File: src/sv/mbet_pkg.sv
// shared types, constants and register codes for the escape-time unit
`default_nettype none

package mbet_pkg;

    // fixed-point format and field widths
    localparam int FRAC_BITS  = 28;
    localparam int IMAGE_SIZE = 2048;
    localparam int COORD_W    = 32;
    localparam int PIX_W      = 11;
    localparam int STEP_W     = 29;
    localparam int ITER_W     = 8;
    localparam int MAG_W      = 32;
    localparam int PROD_W     = 2 * MAG_W;
    localparam int SQ_W       = PROD_W - FRAC_BITS;
    localparam int Z_W        = 34;
    localparam int CFG_IDX_W  = 8;
    localparam int CFG_DATA_W = 32;
    localparam int S_DATA_W   = 24;
    localparam int M_DATA_W   = 16;

    localparam logic [PIX_W-1:0]  PIX_MAX = PIX_W'(IMAGE_SIZE - 1);
    localparam logic [SQ_W:0]     ESC_BOUND = (SQ_W + 1)'(4) << FRAC_BITS;
    localparam logic [ITER_W-1:0] ITER_MIN = ITER_W'(1);

    // register indexes
    localparam logic [CFG_IDX_W-1:0] REG_ORIGIN_RE = CFG_IDX_W'(0);
    localparam logic [CFG_IDX_W-1:0] REG_ORIGIN_IM = CFG_IDX_W'(1);
    localparam logic [CFG_IDX_W-1:0] REG_STEP      = CFG_IDX_W'(2);
    localparam logic [CFG_IDX_W-1:0] REG_MAX_ITER  = CFG_IDX_W'(3);

    // register reset values: -1.6, -1.2, 0.0011719, 255
    localparam logic [COORD_W-1:0] ORIGIN_RE_RST = 32'hE666_6666;
    localparam logic [COORD_W-1:0] ORIGIN_IM_RST = 32'hECCC_CCCD;
    localparam logic [STEP_W-1:0]  STEP_RST      = STEP_W'(314573);
    localparam logic [ITER_W-1:0]  MAX_ITER_RST  = ITER_W'(255);

    typedef enum logic [2:0] {
        ST_IDLE,
        ST_MUL_X,
        ST_MUL_Y,
        ST_SQ_RE,
        ST_SQ_IM,
        ST_CROSS,
        ST_UPDATE,
        ST_FINISH
    } t_state;

    // operand pair fed to the shared multiplier
    typedef enum logic [2:0] {
        OP_STEP_X,
        OP_STEP_Y,
        OP_RE_RE,
        OP_IM_IM,
        OP_RE_IM
    } t_opsel;

    typedef struct packed {
        t_opsel opsel;
        logic   s_ready;
        logic   ld_cre;
        logic   ld_cim;
        logic   ld_sr;
        logic   step_zr;
        logic   ld_zi;
        logic   ld_out;
    } t_ctrl;

    typedef struct packed {
        logic s_valid;
        logic stop;
        logic out_free;
    } t_stat;

endpackage

`default_nettype wire

File: src/sv/mbet_mul.sv
// shared unsigned multiplier with registered product
`default_nettype none

module mbet_mul (
    input  wire logic                       i_clk,
    input  wire logic [mbet_pkg::MAG_W-1:0]  i_a,
    input  wire logic [mbet_pkg::MAG_W-1:0]  i_b,
    output logic      [mbet_pkg::PROD_W-1:0] o_prod
);
    import mbet_pkg::*;

    logic [PROD_W-1:0] r_prod;

    always_ff @(posedge i_clk) begin
        r_prod <= PROD_W'(i_a) * PROD_W'(i_b);
    end

    assign o_prod = r_prod;

endmodule

`default_nettype wire

File: src/sv/mbet_ctrl.sv
// sequencer for the coordinate products and the iteration loop
`default_nettype none

module mbet_ctrl (
    input  wire logic            i_clk,
    input  wire logic            i_rst_n,
    input  wire mbet_pkg::t_stat i_stat,
    output mbet_pkg::t_ctrl      o_ctrl
);
    import mbet_pkg::*;

    t_state r_state;
    t_state n_state;

    always_ff @(posedge i_clk) begin
        if (!i_rst_n) begin
            r_state <= ST_IDLE;
        end else begin
            r_state <= n_state;
        end
    end

    always_comb begin
        n_state = r_state;
        unique case (r_state)
            ST_IDLE:   if (i_stat.s_valid) n_state = ST_MUL_X;
            ST_MUL_X:  n_state = ST_MUL_Y;
            ST_MUL_Y:  n_state = ST_SQ_RE;
            ST_SQ_RE:  n_state = ST_SQ_IM;
            ST_SQ_IM:  n_state = ST_CROSS;
            ST_CROSS:  n_state = i_stat.stop ? ST_FINISH : ST_UPDATE;
            ST_UPDATE: n_state = ST_SQ_IM;
            ST_FINISH: if (i_stat.out_free) n_state = ST_IDLE;
            default:   n_state = ST_IDLE;
        endcase
    end

    always_comb begin
        o_ctrl = '0;
        o_ctrl.opsel = OP_RE_RE;
        unique case (r_state)
            ST_IDLE: begin
                o_ctrl.s_ready = 1'b1;
            end
            ST_MUL_X: begin
                o_ctrl.opsel = OP_STEP_X;
            end
            ST_MUL_Y: begin
                o_ctrl.opsel  = OP_STEP_Y;
                o_ctrl.ld_cre = 1'b1;
            end
            ST_SQ_RE: begin
                o_ctrl.opsel  = OP_RE_RE;
                o_ctrl.ld_cim = 1'b1;
            end
            ST_SQ_IM: begin
                o_ctrl.opsel = OP_IM_IM;
                o_ctrl.ld_sr = 1'b1;
            end
            ST_CROSS: begin
                o_ctrl.opsel   = OP_RE_IM;
                o_ctrl.step_zr = !i_stat.stop;
            end
            ST_UPDATE: begin
                // square of the fresh real part overlaps the imaginary update
                o_ctrl.opsel = OP_RE_RE;
                o_ctrl.ld_zi = 1'b1;
            end
            ST_FINISH: begin
                o_ctrl.ld_out = i_stat.out_free;
            end
            default: begin
                o_ctrl.s_ready = 1'b0;
            end
        endcase
    end

endmodule

`default_nettype wire

File: src/sv/mandelbrot_escape_time_unit.sv
// top level of the escape-time unit: config registers, datapath, output register
`default_nettype none

// usage
// - config channel (i_cfg_*): index 0 origin_re, 1 origin_im, 2 step, 3 max_iter;
//   always ready, other indexes are dropped; write only while the unit is idle
// - input stream (s side): one item per pixel, tdata = pixel_x, pixel_y;
//   coordinates past the image edge are clamped to the last pixel
// - output stream (m side): one item per pixel, tdata = iter_count, in_set
// - one shared 32x32 multiplier does every product: two for the coordinate,
//   then three per iteration (re*re, im*im, re*im); the real-part update runs
//   beside the cross product
// - tready on the s side is high only in the idle state; the multiplier port is
//   the limit on rate
// - a finished result sits in the output register; a stalled receiver holds it
//   there while the next pixel is already taken and worked on; the unit waits
//   only when that next result is done and the register is still full
// - reset (synchronous, active low) loads the default view and empties the
//   pipeline; no clearing pass is needed
module mandelbrot_escape_time_unit (
    input  wire logic                                i_clk,
    input  wire logic                                i_rst_n,
    // config write channel
    input  wire logic                                i_cfg_valid,
    output logic                                     o_cfg_ready,
    input  wire logic [mbet_pkg::CFG_IDX_W-1:0]      i_cfg_index,
    input  wire logic [mbet_pkg::CFG_DATA_W-1:0]     i_cfg_data,
    // input items
    input  wire logic                                i_s_tvalid,
    output logic                                     o_s_tready,
    input  wire logic [mbet_pkg::S_DATA_W-1:0]       i_s_tdata,  // pixel_x[10:0], pixel_y[21:11]
    // result items
    output logic                                     o_m_tvalid,
    input  wire logic                                i_m_tready,
    output logic      [mbet_pkg::M_DATA_W-1:0]       o_m_tdata   // iter_count[7:0], in_set[8]
);
    import mbet_pkg::*;

    // config registers
    logic        [COORD_W-1:0] r_origin_re;
    logic        [COORD_W-1:0] r_origin_im;
    logic        [STEP_W-1:0]  r_step;
    logic        [ITER_W-1:0]  r_max_iter;

    // per-pixel working state
    logic        [PIX_W-1:0]   r_px;
    logic        [PIX_W-1:0]   r_py;
    logic        [ITER_W-1:0]  r_limit;
    logic        [ITER_W-1:0]  r_cnt;
    logic signed [COORD_W-1:0] r_c_re;
    logic signed [COORD_W-1:0] r_c_im;
    logic        [SQ_W-1:0]    r_sr;
    logic        [MAG_W-1:0]   r_zr_mag;
    logic                      r_zr_neg;
    logic        [MAG_W-1:0]   r_zi_mag;
    logic                      r_zi_neg;
    logic                      r_cross_neg;

    // output register
    logic                      r_m_valid;
    logic        [ITER_W-1:0]  r_m_cnt;
    logic                      r_m_in_set;

    t_ctrl                     ctl;
    t_stat                     stat;

    logic        [MAG_W-1:0]   mul_a;
    logic        [MAG_W-1:0]   mul_b;
    logic        [PROD_W-1:0]  prod;

    logic        [PIX_W-1:0]   px_in;
    logic        [PIX_W-1:0]   py_in;
    logic        [SQ_W-1:0]    si;
    logic        [SQ_W:0]      sq_sum;
    logic                      escaped;
    logic signed [Z_W-1:0]     zr_next;
    logic        [Z_W-1:0]     cross_q;
    logic        [Z_W-1:0]     cross_qr;
    logic signed [Z_W-1:0]     cross_s;
    logic signed [Z_W-1:0]     zi_next;
    logic                      s_accept;

    assign o_cfg_ready = 1'b1;
    assign o_s_tready  = ctl.s_ready;
    assign s_accept    = i_s_tvalid && ctl.s_ready;

    // config writes
    always_ff @(posedge i_clk) begin
        if (!i_rst_n) begin
            r_origin_re <= ORIGIN_RE_RST;
            r_origin_im <= ORIGIN_IM_RST;
            r_step      <= STEP_RST;
            r_max_iter  <= MAX_ITER_RST;
        end else if (i_cfg_valid) begin
            unique case (i_cfg_index)
                REG_ORIGIN_RE: r_origin_re <= i_cfg_data[COORD_W-1:0];
                REG_ORIGIN_IM: r_origin_im <= i_cfg_data[COORD_W-1:0];
                REG_STEP:      r_step      <= i_cfg_data[STEP_W-1:0];
                REG_MAX_ITER:  r_max_iter  <= i_cfg_data[ITER_W-1:0];
                default: ;
            endcase
        end
    end

    // clamp pixel coordinates to the image
    assign px_in = (i_s_tdata[PIX_W-1:0] > PIX_MAX) ? PIX_MAX : i_s_tdata[PIX_W-1:0];
    assign py_in = (i_s_tdata[2*PIX_W-1:PIX_W] > PIX_MAX) ? PIX_MAX
                                                          : i_s_tdata[2*PIX_W-1:PIX_W];

    // operand select for the shared multiplier (magnitudes only)
    always_comb begin
        case (ctl.opsel)
            OP_STEP_X: begin
                mul_a = MAG_W'(r_step);
                mul_b = MAG_W'(r_px);
            end
            OP_STEP_Y: begin
                mul_a = MAG_W'(r_step);
                mul_b = MAG_W'(r_py);
            end
            OP_IM_IM: begin
                mul_a = r_zi_mag;
                mul_b = r_zi_mag;
            end
            OP_RE_IM: begin
                mul_a = r_zr_mag;
                mul_b = r_zi_mag;
            end
            default: begin
                mul_a = r_zr_mag;
                mul_b = r_zr_mag;
            end
        endcase
    end

    mbet_mul u_mul (
        .i_clk  (i_clk),
        .i_a    (mul_a),
        .i_b    (mul_b),
        .o_prod (prod)
    );

    // escape test: re^2 + im^2 against 4
    assign si      = prod[PROD_W-1:FRAC_BITS];
    assign sq_sum  = (SQ_W + 1)'(r_sr) + (SQ_W + 1)'(si);
    assign escaped = sq_sum >= ESC_BOUND;

    // below the bound both squares fit in FRAC_BITS+2 bits
    assign zr_next = $signed(Z_W'(r_sr[FRAC_BITS+1:0]))
                   - $signed(Z_W'(si[FRAC_BITS+1:0]))
                   + Z_W'(r_c_re);

    // cross term floor(2*re*im), rounded toward minus infinity when negative
    assign cross_q  = prod[FRAC_BITS-1 +: Z_W];
    assign cross_qr = cross_q + Z_W'(|prod[FRAC_BITS-2:0]);
    assign cross_s  = r_cross_neg ? -$signed(cross_qr) : $signed(cross_q);
    assign zi_next  = cross_s + Z_W'(r_c_im);

    assign stat.s_valid  = i_s_tvalid;
    assign stat.stop     = (r_cnt >= r_limit) || escaped;
    assign stat.out_free = !r_m_valid || i_m_tready;

    mbet_ctrl u_ctrl (
        .i_clk   (i_clk),
        .i_rst_n (i_rst_n),
        .i_stat  (stat),
        .o_ctrl  (ctl)
    );

    // datapath registers
    always_ff @(posedge i_clk) begin
        if (s_accept) begin
            r_px     <= px_in;
            r_py     <= py_in;
            r_limit  <= (r_max_iter == '0) ? ITER_MIN : r_max_iter;
            r_cnt    <= '0;
            r_zr_mag <= '0;
            r_zr_neg <= 1'b0;
            r_zi_mag <= '0;
            r_zi_neg <= 1'b0;
        end
        if (ctl.ld_cre) begin
            r_c_re <= $signed(r_origin_re + prod[COORD_W-1:0]);
        end
        if (ctl.ld_cim) begin
            r_c_im <= $signed(r_origin_im + prod[COORD_W-1:0]);
        end
        if (ctl.ld_sr) begin
            r_sr <= prod[PROD_W-1:FRAC_BITS];
        end
        if (ctl.step_zr) begin
            // old signs go with the cross product issued this cycle
            r_cross_neg <= r_zr_neg ^ r_zi_neg;
            r_zr_neg    <= zr_next[Z_W-1];
            r_zr_mag    <= zr_next[Z_W-1] ? MAG_W'(-zr_next) : MAG_W'(zr_next);
            r_cnt       <= r_cnt + ITER_W'(1);
        end
        if (ctl.ld_zi) begin
            r_zi_neg <= zi_next[Z_W-1];
            r_zi_mag <= zi_next[Z_W-1] ? MAG_W'(-zi_next) : MAG_W'(zi_next);
        end
    end

    // output register, parts the loop from the receiver
    always_ff @(posedge i_clk) begin
        if (!i_rst_n) begin
            r_m_valid <= 1'b0;
        end else if (ctl.ld_out) begin
            r_m_valid <= 1'b1;
        end else if (i_m_tready) begin
            r_m_valid <= 1'b0;
        end
    end

    always_ff @(posedge i_clk) begin
        if (ctl.ld_out) begin
            r_m_cnt    <= r_cnt;
            r_m_in_set <= r_cnt == r_limit;
        end
    end

    assign o_m_tvalid = r_m_valid;
    assign o_m_tdata  = {{(M_DATA_W - ITER_W - 1){1'b0}}, r_m_in_set, r_m_cnt};

    // count never passes the limit while a pixel is at work
    a_cnt_limit: assert property (@(posedge i_clk) disable iff (!i_rst_n)
        !ctl.s_ready |-> r_cnt <= r_limit)
        else $error("iteration count above limit");

    // another iteration only starts below the limit
    a_step_below: assert property (@(posedge i_clk) disable iff (!i_rst_n)
        ctl.step_zr |-> r_cnt < r_limit)
        else $error("iteration past limit");

    // a result always counts at least one iteration
    a_cnt_nonzero: assert property (@(posedge i_clk) disable iff (!i_rst_n)
        o_m_tvalid |-> o_m_tdata[ITER_W-1:0] != '0)
        else $error("zero iteration count");

    // a new result only appears from the finish step
    a_out_source: assert property (@(posedge i_clk) disable iff (!i_rst_n)
        $rose(r_m_valid) |-> $past(ctl.ld_out))
        else $error("output loaded outside finish");

endmodule

`default_nettype wire

File: config.mk
export PLATFORM = sky130hd
export DESIGN_NAME = mandelbrot_escape_time_unit
export DESIGN_NICKNAME = d
export VERILOG_FILES = /design/src/sv/mbet_pkg.sv /design/src/sv/mbet_mul.sv /design/src/sv/mbet_ctrl.sv /design/src/sv/mandelbrot_escape_time_unit.sv
export SDC_FILE = /design/constraint.sdc
export NUM_CORES = 2
export LEC_CHECK = 0
export ABC_AREA = 1
export BUFFER_PORTS_ARGS = -buffer_cell sky130_fd_sc_hd__buf_2
export CORE_AREA = 3 3 459 461
export DETAILED_ROUTE_END_ITERATION = 10
export DIE_AREA = 0 0 462 464
export MAX_ROUTING_LAYER = met4
export PLACE_DENSITY_LB_ADDON = 0.15
export SYNTH_ARGS = -nofsm -noshare
export SYNTH_HDL_FRONTEND = slang
export SYNTH_SLANG_ARGS = --single-unit
File: constraint.sdc
create_clock -name i_clk -period 10.4 [get_ports i_clk]
set_input_delay 2.08 -clock i_clk [delete_from_list [all_inputs] [get_ports i_clk]]
set_output_delay 2.08 -clock i_clk [all_outputs]
set_load 0.1 [all_outputs]
==> flow_metrics.env <==
export IMPL_syn_inst=8062
export IMPL_cts_buffer_depth=3
export IMPL_yosys_most_used_dff="edfxtp_1"
export IMPL_post_drt_wl_per_cell_um=22.5
export IMPL_postSynthAreaPerCell_um2=7.68
export IMPL_cts_root_buf="clkbuf_16"
export IMPL_layout_cells_non_filler=10800
export IMPL_antenna_found_initial=22
export IMPL_final_max_slew_viol_count=0
export IMPL_finalNetCount=9539
export IMPL_dieArea_um2=214000
export IMPL_cts_tree="done"
export IMPL_cts_resized_gates=0
export IMPL_worstSetupEndpointType="register"
export IMPL_finalHoldViolCount=0
export IMPL_core_area_um2=207000
export IMPL_die_h_um=464
export IMPL_start_util=0.299
export IMPL_routed_via_density=4.93
export IMPL_drcViolationCount=0
export IMPL_path_clk_slew_ns=0.06
export IMPL_layout_area_overhead_vs_synth_pct=8.75
export IMPL_drv_cap=0
export IMPL_netlist_area_um2=61900
export IMPL_design_area_um2=67300
export IMPL_final_antenna_net_count=0
export IMPL_gr_usage_all_layers=0.233
export IMPL_drive_above_1_share=0.0582
export IMPL_fp_row_count=167
export IMPL_grt_pass1_wl_mm=361
export IMPL_cts_sinks=383
export IMPL_setup_viol=0
export IMPL_hold_path_class="reg -> reg"
export IMPL_tightest_slew_ns=1.17
export IMPL_drtPass1Iterations=6
export IMPL_grt_pass1_vias=53700
export IMPL_cts_setup_buffers=0
export IMPL_crit_required_ns=10.91
export IMPL_fin_crit_ns=9.84
export IMPL_yosysSeqAreaShare=0.158
export IMPL_place_inst=10700
export IMPL_grt_max_degree=82
export IMPL_drtIter0Drc=4327
export IMPL_max_freq_ghz=0.102
export IMPL_diodes=0
export IMPL_fin_crit_sh=0.946
export IMPL_slowest_delay_ns=0.81
export IMPL_n_fill_cell=22200
export IMPL_fin_skew_ns=0.0404
export IMPL_grt_overflow=0
export IMPL_regArea_um2=9810
export IMPL_ys_warn_count=0
export IMPL_synth_cell_types=68
export IMPL_critPathMaxFanout=19
export IMPL_start_kind="register"
export IMPL_final_common_cell="nand2_1"
export IMPL_worst_ep_arrival_time_ns=10.35
export IMPL_synthArstFlopShare=0
export IMPL_ys_ff_latch=383
export IMPL_status="finished clean"
export IMPL_dpl_cell_area_um2=65700
export IMPL_crit_slowest_cell="clkinv_1"
export IMPL_numCtsBuffers=46
export IMPL_multiInputGateArea_um2=44800
export IMPL_tns_ns=0
export IMPL_wirelength_mm=244
export IMPL_synth_edf_count=214
export IMPL_relSlewSlack=0.215
export IMPL_routabilityCongestion=0.962
export IMPL_io_pins=88
export IMPL_ctsHoldBuffers=0
export IMPL_hpwl_mm=209
export IMPL_die_x_um=462
export IMPL_final_cell_mix="1648 x nand2_1, 1609 x inv_1, 1088 x nor2_1"
export IMPL_io_buffers=77
export IMPL_cts_htree_levels=2
export IMPL_num_vias=53300
export IMPL_worst_setup_path_type="reg -> reg"
export IMPL_rsz0062_at_grt="false"
export IMPL_crit_top_cell="fa_1"
export IMPL_clock_latency_ns=0.63
==> layer usage <==
metal / up-vias / part of all wire / GRT usage
met1: 26900 / 0.47 / 0.329
met2: 1448 / 0.45 / 0.362
li1: 24800 / - / -
met3: 226 / 0.051 / 0.0213
met5: - / 0 / -
met4: 0 / 0.027 / 0.0535
==> sequential cells by signal (all words and copies together) (netlist names), 29 cells and up <==
register,flops
r_step,29
r_zr_mag,32
r_origin_im,32
r_origin_re,32
r_c_re,32
r_zi_mag,32
r_c_im,32
r_sr,36
u_mul.o_prod,64
==> Yosys cell counts, types with 62 or more instances <==
cell type	count	area share
clkbuf_1	165	0.010
edfxtp_1	214	0.10
xnor2_1	70	0.0099
o21ai_0	217	0.018
a21oi_1	399	0.032
inv_1	1609	0.098
fa_1	902	0.29
nor2_1	1089	0.066
buf_2	88	0.0071
dfxtp_1	169	0.055
o211ai_1	62	0.0075
ha_1	502	0.10
nand4_1	78	0.0079
nand2_1	1649	0.10
xor2_1	135	0.019
nand3_1	211	0.017
==> cell type report <==
class                      count  share of cell area
clock buffer                  62              0.0201
clock inverter                24             0.00322
inverter                    1654              0.0922
multi-input combinational   5757               0.666
sequential                   383               0.146
tap                         2704              0.0503
timing repair buffer         224              0.0229
==> worst max-delay path: cells and delay by family, from the launching register on <==
family                   cells  cell delay (ns)
AO/OA/AOI/OAI                1             0.63
XOR/XNOR                     1             0.23
adder cells (fa/ha/maj)      9             4.35
buffers and inverters       11             2.22
flip-flops                   1             0.32
AND/OR/NAND/NOR             12             1.90
==> per-stage QoR <==
step            util  worst slack, ns  hold WS (ns)
6_report       0.325            0.559         0.442
5_1_grt        0.325            0.141         0.462
4_1_cts        0.325            0.553         0.440
3_5_place_dp   0.318            0.633         0.427
3_3_place_gp   0.318            0.682         0.429
2_1_floorplan      -             1.87         0.412
==> final timing paths <==
path                                                 end  slack, ns                            from  cells past startpoint
worst max-delay path            u_mul.o_prod[54]$_DFF_P_       0.56  u_ctrl.r_state[1]$_SDFFE_PN0P_                     34
worst min-delay path                  r_sr[35]$_DFFE_PP_       0.44        u_mul.o_prod[63]$_DFF_P_                      0
worst max register to register  u_mul.o_prod[54]$_DFF_P_       0.56  u_ctrl.r_state[1]$_SDFFE_PN0P_                     34
worst min register to register        r_sr[35]$_DFFE_PP_       0.44        u_mul.o_prod[63]$_DFF_P_                      0
==> kinds of logic after synthesis <==
family | synth area share
simple gates | 0.211
buf+inv | 0.120
compound gates | 0.0854
xor+xnor | 0.0315
flops | 0.158
fa+ha+maj | 0.393
other cells | 0.000121
Power is not shown: default switching activity piles up to over one toggle a cycle in this logic, so the estimate is an artifact.
